`src/hdl/media_frame_decoder_validator_assert.svh`:
```
// Assertion macros shared by the media frame decoder and validator.
`ifndef MEDIA_FRAME_DECODER_VALIDATOR_ASSERT_SVH
`define MEDIA_FRAME_DECODER_VALIDATOR_ASSERT_SVH

// Same-cycle implication, sampled on clk_i, off during reset.
`define MFDV_ASSERT_NOW(label, ante, cons) \
  label: assert property (@(posedge clk_i) disable iff (!rst_ni) (ante) |-> (cons)) \
    else $error("mfdv assertion failed");

// Next-cycle implication, sampled on clk_i, off during reset.
`define MFDV_ASSERT_NEXT(label, ante, cons) \
  label: assert property (@(posedge clk_i) disable iff (!rst_ni) (ante) |=> (cons)) \
    else $error("mfdv assertion failed");

`endif

```
`src/hdl/mfdv_pkg.sv`:
```
// Package: shared types and constants of the media frame decoder and validator.
package mfdv_pkg;

  localparam int unsigned TYPE_W     = 8;
  localparam int unsigned COUNTER_W  = 32;
  localparam int unsigned LEN_FIELD_W = 20;
  localparam int unsigned CFG_IDX_W  = 3;
  localparam int unsigned CFG_DATA_W = 20;

  // Header is one type byte plus four counter bytes.
  localparam logic [2:0] HDR_BYTES = 3'd5;

  // JPEG start and end markers.
  localparam logic [7:0] JPEG_MARK  = 8'hFF;
  localparam logic [7:0] JPEG_SOI   = 8'hD8;
  localparam logic [15:0] JPEG_EOI_WORD = 16'hFFD9;
  localparam logic [2:0] JPEG_MIN_LEN = 3'd4;

  // Configuration register indexes.
  localparam logic [CFG_IDX_W-1:0] CFG_MIC_TYPE  = 3'd0;
  localparam logic [CFG_IDX_W-1:0] CFG_CAM_TYPE  = 3'd1;
  localparam logic [CFG_IDX_W-1:0] CFG_SPK_TYPE  = 3'd2;
  localparam logic [CFG_IDX_W-1:0] CFG_AUDIO_LEN = 3'd3;
  localparam logic [CFG_IDX_W-1:0] CFG_JPEG_MAX  = 3'd4;

  typedef enum logic [1:0] {
    ST_OK      = 2'd0,
    ST_TRUNC   = 2'd1,
    ST_LEN_ERR = 2'd2,
    ST_FMT_ERR = 2'd3
  } status_e;

  typedef struct packed {
    logic [TYPE_W-1:0]      mic_type;
    logic [TYPE_W-1:0]      cam_type;
    logic [TYPE_W-1:0]      spk_type;
    logic [LEN_FIELD_W-1:0] audio_len;
    logic [LEN_FIELD_W-1:0] jpeg_max;
  } cfg_t;

  // Marker evidence gathered over the payload.
  typedef struct packed {
    logic [1:0]  start_ok;
    logic [15:0] last_two;
    logic        len_ovf;
  } marks_t;

endpackage

```
`src/hdl/mfdv_classify.sv`:
```
// Frame classifier: type match and status from the collected frame summary.
module mfdv_classify
  import mfdv_pkg::*;
#(
  parameter int unsigned LENGTH_BITS = 20
) (
  input  cfg_t                   cfg_i,
  input  logic [TYPE_W-1:0]      frame_type_i,
  input  logic [LENGTH_BITS-1:0] len_i,
  input  marks_t                 marks_i,
  output logic                   type_known_o,
  output status_e                status_o
);

  localparam int unsigned CmpW = (LENGTH_BITS > LEN_FIELD_W) ? LENGTH_BITS : LEN_FIELD_W;

  logic [CmpW-1:0] len_w;
  logic [CmpW-1:0] audio_w;
  logic [CmpW-1:0] jpeg_w;
  logic            is_audio;
  logic            is_cam;
  logic            jpeg_fmt_ok;

  assign len_w   = CmpW'(len_i);
  assign audio_w = CmpW'(cfg_i.audio_len);
  assign jpeg_w  = CmpW'(cfg_i.jpeg_max);

  assign is_audio = (frame_type_i == cfg_i.mic_type) || (frame_type_i == cfg_i.spk_type);
  assign is_cam   = (frame_type_i == cfg_i.cam_type);
  assign type_known_o = is_audio || is_cam;

  assign jpeg_fmt_ok = (len_w >= CmpW'(JPEG_MIN_LEN)) && (marks_i.start_ok == 2'b11) &&
                       (marks_i.last_two == JPEG_EOI_WORD);

  // Audio wins over camera when codes collide.
  always_comb begin
    status_o = ST_OK;
    if (marks_i.len_ovf) begin
      status_o = ST_LEN_ERR;
    end else if (is_audio) begin
      status_o = (len_w == audio_w) ? ST_OK : ST_LEN_ERR;
    end else if (is_cam) begin
      if (len_w > jpeg_w) begin
        status_o = ST_LEN_ERR;
      end else if (!jpeg_fmt_ok) begin
        status_o = ST_FMT_ERR;
      end
    end
  end

endmodule

```
`src/hdl/media_frame_decoder_validator.sv`:
```
// Top level: byte-stream frame header decoder and payload validator.
// Latency: a frame's result is presented the cycle after its last byte is accepted.
// Throughput: one byte per cycle while in_ready_o is high; every byte passes through one register stage.
// in_ready_o drops only while a result waits in the output register and is not taken.
// Reset (rst_ni low, async): frame state and output valid clear, config regs take
// their defaults (mic 1, camera 2, speaker 3, audio length 512, JPEG max 65536).
`include "media_frame_decoder_validator_assert.svh"

module media_frame_decoder_validator
  import mfdv_pkg::*;
#(
  parameter int unsigned LENGTH_BITS = 20
) (
  input  logic                   clk_i,
  input  logic                   rst_ni,
  // config write port
  input  logic                   cfg_we_i,
  input  logic [CFG_IDX_W-1:0]   cfg_idx_i,
  input  logic [CFG_DATA_W-1:0]  cfg_data_i,
  // byte stream in
  input  logic                   in_valid_i,
  output logic                   in_ready_o,
  input  logic [7:0]             data_byte_i,
  input  logic                   frame_end_i,
  // frame results out
  output logic                   out_valid_o,
  input  logic                   out_ready_i,
  output logic [TYPE_W-1:0]      frame_type_o,
  output logic [COUNTER_W-1:0]   frame_counter_o,
  output logic [LEN_FIELD_W-1:0] payload_len_o,
  output logic                   type_known_o,
  output logic [1:0]             status_o
);

  localparam int unsigned CmpW = (LENGTH_BITS > LEN_FIELD_W) ? LENGTH_BITS : LEN_FIELD_W;
  localparam logic [LENGTH_BITS-1:0] LenMax = {LENGTH_BITS{1'b1}};

  // ---------------------------------------------------------------------------
  // Configuration registers
  // ---------------------------------------------------------------------------
  cfg_t cfg_q;

  always_ff @(posedge clk_i or negedge rst_ni) begin
    if (!rst_ni) begin
      cfg_q.mic_type  <= 8'd1;
      cfg_q.cam_type  <= 8'd2;
      cfg_q.spk_type  <= 8'd3;
      cfg_q.audio_len <= 20'd512;
      cfg_q.jpeg_max  <= 20'd65536;
    end else if (cfg_we_i) begin
      case (cfg_idx_i)
        CFG_MIC_TYPE:  cfg_q.mic_type  <= cfg_data_i[TYPE_W-1:0];
        CFG_CAM_TYPE:  cfg_q.cam_type  <= cfg_data_i[TYPE_W-1:0];
        CFG_SPK_TYPE:  cfg_q.spk_type  <= cfg_data_i[TYPE_W-1:0];
        CFG_AUDIO_LEN: cfg_q.audio_len <= cfg_data_i[LEN_FIELD_W-1:0];
        CFG_JPEG_MAX:  cfg_q.jpeg_max  <= cfg_data_i[LEN_FIELD_W-1:0];
        default: ;  // unused indexes are dropped
      endcase
    end
  end

  // ---------------------------------------------------------------------------
  // Frame state
  //   hdr_cnt_q counts header bytes (0..5); once at 5, payload bytes go to cnt_q.
  // ---------------------------------------------------------------------------
  logic [2:0]             hdr_cnt_q, hdr_cnt_d;
  logic [LENGTH_BITS-1:0] cnt_q, cnt_d;
  logic [TYPE_W-1:0]      type_q, type_d;
  logic [COUNTER_W-1:0]   counter_q, counter_d;
  marks_t                 marks_q, marks_d;

  logic in_xact;
  logic frame_done;

  // A result slot must be free (or freeing) before any byte is taken.
  assign in_ready_o = !out_valid_o || out_ready_i;
  assign in_xact    = in_valid_i && in_ready_o;
  assign frame_done = in_xact && frame_end_i;

  // Per-byte update; the result below is judged on these updated values.
  always_comb begin
    hdr_cnt_d = hdr_cnt_q;
    cnt_d     = cnt_q;
    type_d    = type_q;
    counter_d = counter_q;
    marks_d   = marks_q;
    if (hdr_cnt_q == 3'd0) begin
      type_d    = data_byte_i;
      hdr_cnt_d = 3'd1;
    end else if (hdr_cnt_q < HDR_BYTES) begin
      // little-endian: header byte n lands in counter lane n-1
      counter_d = counter_q | ({24'd0, data_byte_i} << {hdr_cnt_q - 3'd1, 3'b000});
      hdr_cnt_d = hdr_cnt_q + 3'd1;
    end else begin
      if ((cnt_q == '0) && (data_byte_i == JPEG_MARK)) begin
        marks_d.start_ok[0] = 1'b1;
      end
      if ((cnt_q == LENGTH_BITS'(1)) && (data_byte_i == JPEG_SOI)) begin
        marks_d.start_ok[1] = 1'b1;
      end
      marks_d.last_two = {marks_q.last_two[7:0], data_byte_i};
      // saturate: a byte arriving at the max count flags overflow instead
      if (cnt_q == LenMax) begin
        marks_d.len_ovf = 1'b1;
      end else begin
        cnt_d = cnt_q + LENGTH_BITS'(1);
      end
    end
  end

  always_ff @(posedge clk_i or negedge rst_ni) begin
    if (!rst_ni) begin
      hdr_cnt_q <= '0;
      cnt_q     <= '0;
      type_q    <= '0;
      counter_q <= '0;
      marks_q   <= '0;
    end else if (frame_done) begin
      // last byte: clear for the next frame
      hdr_cnt_q <= '0;
      cnt_q     <= '0;
      type_q    <= '0;
      counter_q <= '0;
      marks_q   <= '0;
    end else if (in_xact) begin
      hdr_cnt_q <= hdr_cnt_d;
      cnt_q     <= cnt_d;
      type_q    <= type_d;
      counter_q <= counter_d;
      marks_q   <= marks_d;
    end
  end

  // ---------------------------------------------------------------------------
  // Classification of the completed frame
  // ---------------------------------------------------------------------------
  logic    known;
  status_e cls_status;
  logic    truncated;
  logic [CmpW-1:0] len_w;

  mfdv_classify #(
    .LENGTH_BITS(LENGTH_BITS)
  ) u_classify (
    .cfg_i        (cfg_q),
    .frame_type_i (type_d),
    .len_i        (cnt_d),
    .marks_i      (marks_d),
    .type_known_o (known),
    .status_o     (cls_status)
  );

  assign truncated = (hdr_cnt_d < HDR_BYTES);
  assign len_w     = CmpW'(cnt_d);

  // ---------------------------------------------------------------------------
  // Output register: one result per frame, held until taken
  // ---------------------------------------------------------------------------
  logic                   out_valid_q;
  logic [TYPE_W-1:0]      out_type_q;
  logic [COUNTER_W-1:0]   out_counter_q;
  logic [LEN_FIELD_W-1:0] out_len_q;
  logic                   out_known_q;
  status_e                out_status_q;

  always_ff @(posedge clk_i or negedge rst_ni) begin
    if (!rst_ni) begin
      out_valid_q <= 1'b0;
    end else if (frame_done) begin
      out_valid_q <= 1'b1;
    end else if (out_ready_i) begin
      out_valid_q <= 1'b0;
    end
  end

  // A truncated frame reports only its status; all other fields read zero.
  always_ff @(posedge clk_i) begin
    if (frame_done) begin
      if (truncated) begin
        out_type_q    <= '0;
        out_counter_q <= '0;
        out_len_q     <= '0;
        out_known_q   <= 1'b0;
        out_status_q  <= ST_TRUNC;
      end else begin
        out_type_q    <= type_d;
        out_counter_q <= counter_d;
        out_len_q     <= len_w[LEN_FIELD_W-1:0];
        out_known_q   <= known;
        out_status_q  <= cls_status;
      end
    end
  end

  assign out_valid_o     = out_valid_q;
  assign frame_type_o    = out_type_q;
  assign frame_counter_o = out_counter_q;
  assign payload_len_o   = out_len_q;
  assign type_known_o    = out_known_q;
  assign status_o        = out_status_q;

  // ---------------------------------------------------------------------------
  // Assertions
  // ---------------------------------------------------------------------------
  // Every frame end yields a pending result next cycle.
  `MFDV_ASSERT_NEXT(a_result_follows_end, frame_done, out_valid_o)
  // Frame state is back to empty right after a frame end.
  `MFDV_ASSERT_NEXT(a_state_cleared, frame_done, (hdr_cnt_q == 3'd0) && (cnt_q == '0))
  // Payload bytes are only counted once the header is complete.
  `MFDV_ASSERT_NOW(a_no_count_in_hdr, hdr_cnt_q < HDR_BYTES, cnt_q == '0)
  // Overflow is only flagged with the count pinned at its maximum.
  `MFDV_ASSERT_NOW(a_ovf_at_max, marks_q.len_ovf, cnt_q == LenMax)

endmodule

```
`config.mk`:
```
export PLATFORM = sky130hd
export DESIGN_NAME = media_frame_decoder_validator
export DESIGN_NICKNAME = d
export VERILOG_FILES = /design/src/hdl/mfdv_pkg.sv /design/src/hdl/mfdv_classify.sv /design/src/hdl/media_frame_decoder_validator.sv
export VERILOG_INCLUDE_DIRS = /design/src /design/src/hdl
export SDC_FILE = /design/constraint.sdc
export NUM_CORES = 1
export LEC_CHECK = 0
export ABC_AREA = 1
export BUFFER_PORTS_ARGS = -buffer_cell sky130_fd_sc_hd__buf_2
export CAP_MARGIN = 25
export CORE_MARGIN = 4
export CORE_UTILIZATION = 24
export DETAILED_ROUTE_END_ITERATION = 8
export PLACE_DENSITY = 0.5
export SLEW_MARGIN = 20
export SYNTH_ARGS = -nofsm -noshare
export SYNTH_HDL_FRONTEND = slang
export SYNTH_SLANG_ARGS = --single-unit
export TNS_END_PERCENT = 1
```
`constraint.sdc`:
```
create_clock -name clk_i -period 8.5 [get_ports clk_i]
set_input_delay 0.425 -clock clk_i [delete_from_list [all_inputs] [get_ports clk_i]]
set_output_delay 0.425 -clock clk_i [all_outputs]
set_load 0.1 [all_outputs]
```
==> results of run 1 <==
stage by stage:
step / hold slack [ps] / setup WS, ps / instance area (um2) / utilization [%] / cells
after floorplan: 129.4 / 2871 / 10660 / - / 1250
after global placement: 468.9 / 4731 / 11780 / 27.11 / 1898
after detailed placement: 474.4 / 4659 / 11780 / 27.11 / 1898
after CTS: 0.08304 / 4640 / 12600 / 29.00 / 1944
after global routing: 44.75 / 4284 / 12600 / 29.00 / 1944
final: -22.96 / 4712 / 12600 / 29.00 / 1944
layout make-up:
type	instances	share of cell area (%)
clock buffers	31	5.301
multi-input cells	830	33.85
clock inverters	15	1.231
well taps	585	5.808
flip-flops and latches	210	44.26
repair buffers	110	4.596
inverters	163	4.954
routing by layer:
layer / track usage (%) / part of all wire [%] / routed length, um / up-vias
li1: - / - / - / 4291
met1: 18.48 / 46 / 14420 / 4138
met2: 20.29 / 46 / 14190 / 227
met3: 2.336 / 5.6 / 1732 / 41
met4: 3.328 / 2.2 / 691 / 4
met5: 0 / 0.074 / 23 / -
flip-flops by register name (all words and copies together), names as in the netlist:
signal / count
cfg_q: 64
status_o: 2
type_known_o: 1
marks_q: 19
hdr_cnt_q: 3
counter_q: 32
cnt_q: 20
frame_counter_o: 32
frame_type_o: 8
out_valid_o: 1
type_q: 8
payload_len_o: 20
cells by family after synthesis:
| kind of cell | Yosys count | synth area share, % |
|---|---|---|
| xor gates and xnor gates | 30 | 2.465 |
| AOI/OAI and AO/OA | 224 | 11.56 |
| adders and majority gates | 26 | 3.052 |
| buffers and inverters | 210 | 7.830 |
| DFF | 210 | 52.34 |
| and+or+nand+nor | 550 | 22.75 |
synth_stat cells, drive strengths merged, types with 6 or more instances:
master | instances | area (um2)
edfxtp | 63 | 1892
o21ai | 134 | 715.7
nand4 | 25 | 156.4
inv | 162 | 620.6
nand2 | 267 | 1049
o22ai | 40 | 250.2
xor2 | 16 | 140.1
clkbuf | 34 | 127.6
dfrtp | 141 | 3528
buf | 13 | 82.58
xnor2 | 14 | 122.6
nor2 | 163 | 658.1
nand3 | 63 | 357.8
nor3 | 20 | 111.4
ha | 26 | 325.3
dfstp | 6 | 157.7
a21oi | 45 | 225.2
power groups by stage:
| stage | Sequential (W) | Clock [W] | Combinational (W) |
|---|---|---|---|
| after detailed placement | 0.00121 | 0 | 0.000535 |
| after global placement | 0.00121 | 0 | 0.000529 |
| after floorplan | 0.00127 | 0 | 0.000325 |
| final | 0.00119 | 0.00107 | 0.000531 |
| after CTS | 0.00119 | 0.00111 | 0.000537 |
| after global routing | 0.00120 | 0.00115 | 0.000596 |
how the worst max path moves through the flow:
stage | to | slack (ps) | depth (start not counted)
after floorplan | counter_q[22]$_DFFE_PN0P_ | 2870 | 7
after global placement | status_o[1]$_SDFFCE_PN0P_ | 4730 | 18
after detailed placement | status_o[1]$_SDFFCE_PN0P_ | 4660 | 18
after CTS | status_o[1]$_SDFFCE_PN0P_ | 4640 | 18
after global routing | status_o[1]$_SDFFCE_PN0P_ | 4280 | 18
final | status_o[1]$_SDFFCE_PN0P_ | 4710 | 18
==> results_tabular.tex, run 1 <==
\begin{tabular}{lr}
\hline
Metric & Value \\
\hline
\multicolumn{2}{l}{\textbf{Power and ir drop}} \\
\quad Highest ir drop seen on vdd & 0.1311 mV \\
\quad Total power density per cell area & 221.6 mW/mm2 \\
\quad Pint & 0.001933 W \\
\quad Net Sw Frac & 30.77\% \\
\quad Part of the total power dissipated in sequential elements & 42.6\% \\
\quad Leakage power summed over all cells & 5.836 nW \\
\quad Power spent charging and discharging nets & 0.0008592 W \\
\quad Power Total & 0.002793 W \\
\quad Comb power frac & 19.0\% \\
\quad Clock power frac & 38.4\% \\
\multicolumn{2}{l}{\textbf{Timing}} \\
\quad Max-slew violation count & 0 \\
\quad Crit share post-route & 44.57\% \\
\quad Hold\_ws & -22.96 ps \\
\quad Maximum clock rate & 264.0 MHz \\
\quad Crit path time final & 3788 ps \\
\quad Worst Max-Slew Pin Slew & 992.2 ps \\
\quad Number of hold-slack violations in the final timing report & 28 \\
\quad Unrepaired setup endpoints after global routing & false \\
\quad Clock Skews & 10.31 ps \\
\quad Max-slew headroom & 33.78\% \\
\quad Final sum of negative setup slack & 0 ps \\
\quad \# setup viols final & 0 \\
\multicolumn{2}{l}{\textbf{Routing}} \\
\quad Avg WL per Cell & 15.98 um \\
\quad First-pass iteration count of the detailed router & 5 \\
\quad Routed Antenna Nets & 0 \\
\quad Drt initial violations & 568 \\
\quad Detailed-route vias per instance & 4.476 \\
\quad Total Routed Length & 31.06 mm \\
\quad DRC Markers & 0 \\
\quad Total via count after detailed routing & 8701 \\
\multicolumn{2}{l}{\textbf{Hold path}} \\
\quad Worst Hold Class & in -> async \\
\multicolumn{2}{l}{\textbf{Clock tree}} \\
\quad Clock Tree Root & clkbuf\_16 \\
\quad Longest Clk Path Bufs & 3 \\
\quad Total of hold buffers inserted after clock tree synthesis & 0 \\
\quad Sink count of the clock tree & 210 \\
\quad Clock input transition at the sequential cells of the worst setup and hold paths & 60 ps \\
\quad Worst skew pair latency & 540 ps \\
\quad \# H-tree levels & 1 \\
\quad Quantity of gates resized following cts & 0 \\
\quad Total CTS buffers & 25 \\
\quad Clock tree from TritonCTS & done \\
\quad \# Post-CTS Setup Buffers & 0 \\
\multicolumn{2}{l}{\textbf{Final layout}} \\
\quad \# fillers & 4665 \\
\quad Footprint of the multi-input gates & 0.004267 mm2 \\
\quad Fraction of final layout cells with drive strength greater than 1 & 14.64\% \\
\quad Commonest cells after routing, fill and taps aside & nand2\_1, inv\_1, nor2\_1, dfrtp\_1, o21ai\_0 \\
\quad Synthesis-to-finish area growth & 18.26\% \\
\quad Number of nets in the layout & 1403 \\
\quad Sequential Area & 0.005578 mm2 \\
\quad Antenna diode count & 0 \\
\quad Leading cell type in the layout, fill and taps excluded & nand2\_1 \\
\multicolumn{2}{l}{\textbf{Worst setup path}} \\
\quad Cell type of the slowest stage on the worst timing path & dfrtp\_1 \\
\quad Cells traversed along the worst timing path & inv\_1 -> nand2\_1 -> nand2\_1 -> buf\_4 -> nand2\_1 -> nand2\_1 -> inv\_1 -> ha\_1 -> nand4\_1 -> nor2\_1 -> nor4b\_1 -> nand4\_1 -> nand2\_1 -> nand3\_1 -> nand2\_1 -> nand2\_1 -> nor2\_1 -> nor2\_1 \\
\quad Worst r2r src & hdr\_cnt\_q[0]\$\_DFFE\_PN0P\_ \\
\quad Logic depth of the worst register-to-register path & 18 \\
\quad Startpoint Class & register \\
\quad CP peak stage delay & 520 ps \\
\quad Bufs and invs on worst path & 3 \\
\quad Nature of the critical path endpoint & register \\
\quad Critical setup path kind & reg -> reg \\
\quad CP max FO & 43 \\
\quad Gate family responsible for the most delay along the worst path & simple AND/OR/NAND/NOR gates \\
\quad Startpoint of the worst setup timing path & hdr\_cnt\_q[0]\$\_DFFE\_PN0P\_ \\
\quad Critical path arrival & 4050 ps \\
\quad Required time at the endpoint of the critical path & 8760 ps \\
\quad Register-to-register path setup slack & 4710 ps \\
\quad Most repeated library cell on the critical path & nand2\_1 \\
\quad Critical register-to-register path endpoint & status\_o[1]\$\_SDFFCE\_PN0P\_ \\
\multicolumn{2}{l}{\textbf{Floorplan}} \\
\quad Cell Rows & 76 \\
\quad Die Y & 218.7 um \\
\quad Std-Cell Core Area & 0.04346 mm2 \\
\quad Floorplan die area & 0.04784 mm2 \\
\quad Starting density of the core & 24.52\% \\
\quad Die Width & 218.7 um \\
\quad Number of placed I/O pins & 102 \\
\multicolumn{2}{l}{\textbf{Status}} \\
\quad Violations in the final reports & hold timing \\
\quad Result of the run & complete, but fails checks \\
\multicolumn{2}{l}{\textbf{Flow run}} \\
\quad Count of maximum capacitance violations & 0 \\
\multicolumn{2}{l}{\textbf{GRT}} \\
\quad Antenna violations before repair & 3 \\
\quad GRT overflow & 0 \\
\quad Pin count of the biggest net entering global routing & 90 \\
\quad Wire length of the first global-routing pass & 49.26 mm \\
\quad Number of global-route vias before repair & 8472 \\
\quad Gr usage total & 12.94\% \\
\multicolumn{2}{l}{\textbf{Synthesis}} \\
\quad EDFF count, synth & 63 \\
\quad Top FF cell, synth & dfrtp\_1 \\
\quad Async set-or-reset flop fraction in the synthesized netlist & 70.00\% \\
\quad Synthesis-stage register bit count & 210 \\
\quad Synthesized area per cell & 8.526 um2 \\
\quad Synthesized net count & 1313 \\
\quad Warnings from Yosys & 0 \\
\quad Sequential-to-total area share from yosys stat & 52.34\% \\
\quad Cell count after synthesis & 1250 \\
\quad Synthesized cell area & 0.01066 mm2 \\
\quad Yosys cell types & 43 \\
\multicolumn{2}{l}{\textbf{Placed design}} \\
\quad Routability congestion estimate & 0.8760 \\
\quad Port-buffer cells & 101 \\
\quad Half-perimeter wire length after placement & 22.59 mm \\
\hline
\end{tabular}
No activity file was read; power rests on OpenSTA's default activity.
==> run 2: changes to the inputs <==
PLACE_DENSITY = 0.51   (was 0.5)
clock period = 3.3 ns   (was 8.5 ns; I/O delays follow)
==> results_tabular.tex, run 2 (synthesized netlist as in run 1, its figures left out) <==
\begin{tabular}{lr}
\hline
Metric & Value \\
\hline
\multicolumn{2}{l}{\textbf{Routing}} \\
\quad Drt initial violations & 560 (-1.4\%) \\
\quad Avg WL per Cell & 16.10 um (+0.79\%) \\
\quad Routed Antenna Nets & 0 (unchanged) \\
\quad Total Routed Length & 32.25 mm (+3.8\%) \\
\quad Detailed-route vias per instance & 4.466 (-0.21\%) \\
\quad DRC Markers & 0 (unchanged) \\
\quad First-pass iteration count of the detailed router & 5 (unchanged) \\
\quad Total via count after detailed routing & 8946 (+2.8\%) \\
\multicolumn{2}{l}{\textbf{GRT}} \\
\quad Wire length of the first global-routing pass & 50.59 mm (+2.7\%) \\
\quad Gr usage total & 13.34\% (+0.40 points) \\
\quad Number of global-route vias before repair & 8925 (+5.3\%) \\
\quad Antenna violations before repair & 0 (-3) \\
\quad GRT overflow & 0 (unchanged) \\
\quad Pin count of the biggest net entering global routing & 86 (-4.4\%) \\
\multicolumn{2}{l}{\textbf{Clock tree}} \\
\quad Clock input transition at the sequential cells of the worst setup and hold paths & 60 ps (about the same) \\
\quad Longest Clk Path Bufs & 3 (unchanged) \\
\quad \# H-tree levels & 1 (unchanged) \\
\quad Worst skew pair latency & 540 ps (about the same) \\
\quad Clock Tree Root & clkbuf\_16 \\
\quad Clock tree from TritonCTS & done \\
\quad Total CTS buffers & 24 (-4.0\%) \\
\quad Sink count of the clock tree & 210 (unchanged) \\
\multicolumn{2}{l}{\textbf{Final layout}} \\
\quad Fraction of final layout cells with drive strength greater than 1 & 18.62\% (+4.0 points) \\
\quad Final standard cell area without fillers & 0.01318 mm2 (+4.6\%) \\
\quad Register with the most flip-flops & cfg\_q \\
\quad Antenna diode count & 0 (unchanged) \\
\quad Number of nets in the layout & 1464 (+4.3\%) \\
\quad Commonest cells after routing, fill and taps aside & nand2\_1, inv\_1, nor2\_1, dfrtp\_1, o21ai\_0 \\
\quad Synthesis-to-finish area growth & 23.66\% \\
\quad Flip-flop count of the largest register, all copies and words added & 64 (unchanged) \\
\quad Leading cell type in the layout, fill and taps excluded & nand2\_1 \\
\multicolumn{2}{l}{\textbf{Worst setup path}} \\
\quad Critical setup path kind & reg -> reg \\
\quad Cells traversed along the worst timing path & buf\_4 -> nand2\_1 -> nor2\_1 -> nand4\_1 -> nand2\_1 -> nand3\_1 -> nand2\_1 -> inv\_1 -> ha\_1 -> nand4\_1 -> nor4b\_4 -> nand4\_1 -> nand2\_1 -> nand3\_1 -> nand2\_1 -> nand2\_1 -> nor2\_1 -> nor2\_1 \\
\quad Required time at the endpoint of the critical path & 3580 ps (-5180 ps) \\
\quad CP max FO & 3 (-93\%) \\
\quad Critical path arrival & 3300 ps (-750 ps) \\
\quad Critical register-to-register path endpoint & status\_o[1]\$\_SDFFCE\_PN0P\_ \\
\quad Startpoint Class & register \\
\quad Most repeated library cell on the critical path & nand2\_1 \\
\quad Register-to-register path setup slack & 280 ps (-4440 ps) \\
\quad Worst r2r src & cnt\_q[1]\$\_DFFE\_PN0P\_ \\
\quad Nature of the critical path endpoint & register \\
\quad CP peak stage delay & 420 ps (-100 ps) \\
\quad Logic depth of the worst register-to-register path & 18 (unchanged) \\
\quad Cell type of the slowest stage on the worst timing path & dfrtp\_1 \\
\multicolumn{2}{l}{\textbf{Timing}} \\
\quad Max-slew violation count & 0 (unchanged) \\
\quad Max-slew headroom & 35.76\% (+2.0 points) \\
\quad Number of hold-slack violations in the final timing report & 0 (-100\%) \\
\quad Worst Max-Slew Pin Slew & 962.5 ps (-29.74 ps) \\
\quad Crit share post-route & 91.66\% (+47 points) \\
\quad \# setup viols final & 0 (unchanged) \\
\quad Final sum of negative setup slack & 0 ps (unchanged) \\
\quad Maximum clock rate & 330.6 MHz (+25\%) \\
\quad Hold\_ws & 4.694 ps (+27.65 ps) \\
\quad Crit path time final & 3025 ps (-763.4 ps) \\
\quad Clock Skews & 9.494 ps (-0.8117 ps) \\
\multicolumn{2}{l}{\textbf{Flow run}} \\
\quad Count of maximum capacitance violations & 0 (unchanged) \\
\multicolumn{2}{l}{\textbf{Hold path}} \\
\quad Hold path startpoint & cfg\_data\_i[5] \\
\quad Number of cells on the worst hold path & 3 \\
\quad Worst Hold Class & in -> reg \\
\quad Hold worst-path end & cfg\_q[53]\$\_DFFE\_PN0P\_ \\
\multicolumn{2}{l}{\textbf{Placed design}} \\
\quad Routability congestion estimate & 0.9178 (+4.8\%) \\
\quad Half-perimeter wire length after placement & 23.42 mm (+3.7\%) \\
\quad Port-buffer cells & 101 (unchanged) \\
\quad Cell area after placement & 0.01209 mm2 (+2.6\%) \\
\multicolumn{2}{l}{\textbf{Power and ir drop}} \\
\quad Leakage power summed over all cells & 6.124 nW (+4.9\%) \\
\quad Power Total & 0.007126 W (+160\%) \\
\quad Total power density per cell area & 540.7 mW/mm2 (+140\%) \\
\quad Highest ir drop seen on vdd & 0.3398 mV (+160\%) \\
\multicolumn{2}{l}{\textbf{Floorplan}} \\
\quad Die Y & 218.7 um (unchanged) \\
\quad Starting density of the core & 24.52\% (unchanged) \\
\quad Cell Rows & 76 (unchanged) \\
\quad Floorplan die area & 0.04784 mm2 (unchanged) \\
\quad Std-Cell Core Area & 0.04346 mm2 (unchanged) \\
\quad Die Width & 218.7 um (unchanged) \\
\quad Number of placed I/O pins & 102 (unchanged) \\
\multicolumn{2}{l}{\textbf{Status}} \\
\quad Result of the run & finished clean \\
\hline
\end{tabular}
## run 2: cell count changes in the layout (fill, tap and decap cells not counted), sizes merged
cell,previous run,this run
clkbuf,31,32
clkinv,11,10
buf,110,157
dlygate4sd3,0,15
bufinv,3,1
inv,164,163
## run 2: final cells by class
class	instances	area (um2)
fill	4666	30280
sequential	210	5580
multi-input combinational	830	4360
timing repair buffer	172	1107
tap	585	732.0
clock buffer	32	680.7
inverter	163	624.3
clock inverter	11	93.84
## run 2: routing by layer
layer | GRT usage, % | up-vias | routed length (um)
met5 | 0 | - | 0
met2 | 20.93 | 172 | 14290
met4 | 4.382 | 0 | 1001
met3 | 1.961 | 50 | 1235
met1 | 18.94 | 4308 | 15730
li1 | - | 4416 | -
## run 2: worst max-delay path by stage
stage / start / to / slack, ps / cells past startpoint
finish: cnt_q[1]$_DFFE_PN0P_ / status_o[1]$_SDFFCE_PN0P_ / 280 / 18
floorplan: out_valid_o$_DFFE_PN0P_ / counter_q[22]$_DFFE_PN0P_ / 110 / 7
CTS: cnt_q[1]$_DFFE_PN0P_ / status_o[1]$_SDFFCE_PN0P_ / 20 / 20
global placement: cnt_q[1]$_DFFE_PN0P_ / status_o[1]$_SDFFCE_PN0P_ / -40 / 19
global route: cnt_q[1]$_DFFE_PN0P_ / status_o[1]$_SDFFCE_PN0P_ / -20 / 19
detailed placement: cnt_q[1]$_DFFE_PN0P_ / status_o[1]$_SDFFCE_PN0P_ / -110 / 19
## run 2: metrics by stage
| step | setup slack, ps | instances | utilization (%) |
|---|---|---|---|
| finish | 275.2 | 2003 | 30.33 |
| global route | -17.46 | 2003 | 30.33 |
| CTS | 16.44 | 1993 | 29.96 |
| detailed placement | -107.9 | 1935 | 27.82 |
| global placement | -35.32 | 1935 | 27.82 |
| floorplan | 105.0 | 1250 | - |
## run 2: report_power, final
group | switching (W) | internal [W] | leakage (nW)
sequential | 0.000135 | 0.00291 | 2.54
combinational | 0.00101 | 0.000444 | 3.19
clock | 0.00110 | 0.00153 | 0.388
## run 2: what timing repair did
item,4_1_cts,5_1_grt
resized for setup,1,21
setup buffers,0,10
pin swaps,0,10
gates cloned,0,0
hold endpoints to repair,91,0
hold buffers,15,0
endpoints found under the setup margin,1,2
## run 2: critical path, delay by kind of cell (launching register included)
kind / cells / cell delay (ps)
adder cells (fa/ha/maj): 1 / 290
flip-flops: 1 / 420
buffers and inverters: 2 / 200
AND/OR/NAND/NOR: 15 / 1840
==> run 3: changes to the inputs <==
clock period = 2.65 ns   (was 3.3 ns; I/O delays follow)
==> results_tabular.tex, run 3 (synthesized netlist as in run 1, its figures left out) <==
\begin{tabular}{lr}
\hline
Metric & Value \\
\hline
\multicolumn{2}{l}{\textbf{Final layout}} \\
\quad Sequential Area & 0.005584 mm2 (about the same) \\
\quad \# fillers & 4575 (-2.0\%) \\
\quad Commonest cells after routing, fill and taps aside & nand2\_1, inv\_1, buf\_4, nor2\_1, dfrtp\_1 \\
\quad Footprint of the multi-input gates & 0.004424 mm2 (+1.5\%) \\
\quad Register with the most flip-flops & cfg\_q \\
\quad Flip-flop count of the largest register, all copies and words added & 64 (unchanged) \\
\quad Number of nets in the layout & 1576 (+7.7\%) \\
\quad Synthesis-to-finish area growth & 33.42\% \\
\quad Leading cell type in the layout, fill and taps excluded & nand2\_1 \\
\quad Antenna diode count & 0 (unchanged) \\
\quad Number of non-filler instances in the completed layout & 2117 (+5.7\%) \\
\quad Fraction of final layout cells with drive strength greater than 1 & 24.61\% (+6.0 points) \\
\quad Post-Route Utilization & 32.72\% (+2.4 points) \\
\multicolumn{2}{l}{\textbf{GRT}} \\
\quad Antenna violations before repair & 1 (+1) \\
\quad GRT overflow & 0 (unchanged) \\
\quad Wire length of the first global-routing pass & 52.36 mm (+3.5\%) \\
\quad Gr usage total & 13.73\% (+0.39 points) \\
\quad Pin count of the biggest net entering global routing & 71 (-17\%) \\
\quad Number of global-route vias before repair & 9229 (+3.4\%) \\
\multicolumn{2}{l}{\textbf{Worst setup path}} \\
\quad Critical setup path kind & reg -> reg \\
\quad Nature of the critical path endpoint & register \\
\quad Critical path arrival & 3220 ps (-80 ps) \\
\quad CP max FO & 6 (+3) \\
\quad Cells traversed along the worst timing path & ha\_4 -> nand2\_2 -> nor2\_4 -> nand2\_2 -> nor2\_4 -> nand4\_1 -> nand2\_2 -> inv\_2 -> ha\_4 -> nand4\_1 -> nor2\_2 -> nor4b\_4 -> nand4\_1 -> nand2\_1 -> nand3\_1 -> nand2\_1 -> nand2\_1 -> nor2\_1 -> nor2\_1 \\
\quad Cell type of the slowest stage on the worst timing path & dfrtp\_1 \\
\quad Startpoint Class & register \\
\quad Required time at the endpoint of the critical path & 2940 ps (-640 ps) \\
\quad CP peak stage delay & 390 ps (-30 ps) \\
\multicolumn{2}{l}{\textbf{Clock tree}} \\
\quad Longest Clk Path Bufs & 3 (unchanged) \\
\quad Clock tree from TritonCTS & done \\
\quad Total CTS buffers & 25 (+4.2\%) \\
\quad \# H-tree levels & 1 (unchanged) \\
\quad Clock input transition at the sequential cells of the worst setup and hold paths & 60 ps (about the same) \\
\quad Worst skew pair latency & 550 ps (about the same) \\
\quad Sink count of the clock tree & 210 (unchanged) \\
\quad Clock Tree Root & clkbuf\_16 \\
\multicolumn{2}{l}{\textbf{Placed design}} \\
\quad Routability congestion estimate & 0.9087 (-0.99\%) \\
\quad Half-perimeter wire length after placement & 24.45 mm (+4.4\%) \\
\quad Port-buffer cells & 101 (unchanged) \\
\quad Post-Place Cells & 2041 (+5.5\%) \\
\multicolumn{2}{l}{\textbf{Timing}} \\
\quad Max-slew headroom & 51.25\% (+15 points) \\
\quad Maximum clock rate & 341.9 MHz (+3.4\%) \\
\quad Number of hold-slack violations in the final timing report & 0 (unchanged) \\
\quad Crit path time final & 2925 ps (-99.58 ps) \\
\quad Clock Skews & 8.174 ps (-1.320 ps) \\
\quad Unrepaired setup endpoints after global routing & true \\
\quad Max-slew violation count & 0 (unchanged) \\
\quad Final sum of negative setup slack & -433.8 ps (-433.8 ps) \\
\quad \# setup viols final & 2 (+2) \\
\quad Crit share post-route & 110.4\% (+19 points) \\
\quad Worst Max-Slew Pin Slew & 731.2 ps (-231.3 ps) \\
\quad Slack of the critical path & -275.2 ps (-550.4 ps) \\
\multicolumn{2}{l}{\textbf{Floorplan}} \\
\quad Die Y & 218.7 um (unchanged) \\
\quad Die Width & 218.7 um (unchanged) \\
\quad Cell Rows & 76 (unchanged) \\
\quad Number of placed I/O pins & 102 (unchanged) \\
\quad Std-Cell Core Area & 0.04346 mm2 (unchanged) \\
\quad Starting density of the core & 24.52\% (unchanged) \\
\quad Floorplan die area & 0.04784 mm2 (unchanged) \\
\multicolumn{2}{l}{\textbf{Power and ir drop}} \\
\quad Highest ir drop seen on vdd & 0.3764 mV (+11\%) \\
\quad Part of the total power dissipated in sequential elements & 40.6\% (-2.2 points) \\
\quad Power Total & 0.009336 W (+31\%) \\
\quad Net Sw Frac & 31.08\% (-0.40 points) \\
\quad Leakage power summed over all cells & 6.657 nW (+8.7\%) \\
\quad Total power density per cell area & 656.6 mW/mm2 (+21\%) \\
\quad Power spent charging and discharging nets & 0.002902 W (+29\%) \\
\quad Clock power frac & 38.0\% (+1.2 points) \\
\quad Comb power frac & 21.4\% (+1.0 points) \\
\quad Pint & 0.006434 W (+32\%) \\
\multicolumn{2}{l}{\textbf{Routing}} \\
\quad Drt initial violations & 640 (+14\%) \\
\quad First-pass iteration count of the detailed router & 5 (unchanged) \\
\quad Avg WL per Cell & 15.56 um (-3.4\%) \\
\quad Routed Antenna Nets & 0 (unchanged) \\
\quad Detailed-route vias per instance & 4.391 (-1.7\%) \\
\quad Total Routed Length & 32.94 mm (+2.1\%) \\
\quad DRC Markers & 0 (unchanged) \\
\quad Total via count after detailed routing & 9296 (+3.9\%) \\
\multicolumn{2}{l}{\textbf{Flow run}} \\
\quad Count of maximum capacitance violations & 0 (unchanged) \\
\multicolumn{2}{l}{\textbf{Status}} \\
\quad Result of the run & complete, but fails checks \\
\quad Violations in the final reports & setup timing \\
\multicolumn{2}{l}{\textbf{Hold path}} \\
\quad Worst Hold Class & in -> reg \\
\hline
\end{tabular}
==> run 3: cell types whose count changed in the layout (fill, tap and decap cells not counted), sizes merged <==
cell | before | now
buf | 157 | 261
bufinv | 1 | 3
clkinv | 10 | 7
clkinvlp | 0 | 2
dlygate4sd3 | 15 | 22
inv | 163 | 165
==> run 3: power by group through the flow <==
stage / Combinational, W / Clock [W] / Sequential [W]
finish: 0.00200 / 0.00354 / 0.00379
global placement: 0.00194 / 0 / 0.00385
CTS: 0.00201 / 0.00367 / 0.00380
detailed placement: 0.00196 / 0 / 0.00386
global route: 0.00224 / 0.00378 / 0.00383
floorplan: 0.00107 / 0 / 0.00407
==> run 3: worst max-delay path, delay by kind of cell (launching register included) <==
| kind | cells | cell delay [ps] |
|---|---|---|
| adder cells (fa/ha/maj) | 2 | 420 |
| flip-flops | 1 | 390 |
| buffers and inverters | 1 | 60 |
| AND/OR/NAND/NOR | 16 | 1790 |
==> run 3: layer usage <==
metal / part of all wire [%] / track usage [%] / vias up
li1: - / - / 4635
met2: 45 / 21.46 / 177
met3: 4.3 / 1.905 / 40
met4: 2.0 / 3.476 / 2
met1: 49 / 20.06 / 4442
met5: 0.039 / 0 / -
==> run 3: what timing repair did <==
item | in CTS | in global routing
resized for setup | 16 | 6
hold buffers | 22 | 0
setup buffers | 7 | 1
setup endpoints to repair | 2 | 3
pin swaps | 18 | 2
endpoints found under the hold margin | 129 | 0
==> run 3: final timing paths <==
check                                      from  cells after the start                   endpoint  slack, ps
setup / recovery           cnt_q[1]$_DFFE_PN0P_                     19  status_o[1]$_SDFFCE_PN0P_       -280
max in group asynchronous                rst_ni                      3      cfg_q[41]$_DFFE_PN1P_       1740
hold / removal                   data_byte_i[5]                      3     marks_q[6]$_DFFE_PN0P_         40
min in group asynchronous                rst_ni                      2      cfg_q[31]$_DFFE_PN0P_        160
hold reg to reg            cfg_q[2]$_DFFE_PN0P_                      2       cfg_q[2]$_DFFE_PN0P_        490
setup reg to reg           cnt_q[1]$_DFFE_PN0P_                     19  status_o[1]$_SDFFCE_PN0P_       -280
==> run 3: final cells by class <==
cell class	instances	area share (%)
clock buffer	32	4.725
clock inverter	14	1.205
inverter	163	4.391
multi-input combinational	830	31.11
sequential	210	39.27
tap	585	5.147
timing repair buffer	283	14.15
==> run 3: through the flow <==
stage          hold WS (ps)  instance area [um2]  worst slack [ps]
2_1_floorplan        -163.1                10750            -76.42
3_3_place_gp          206.4                13000            -453.3
3_5_place_dp          208.7                13000            -419.7
4_1_cts               9.040                14190            -292.9
5_1_grt               74.74                14220            -613.2
6_report              42.30                14220            -275.2
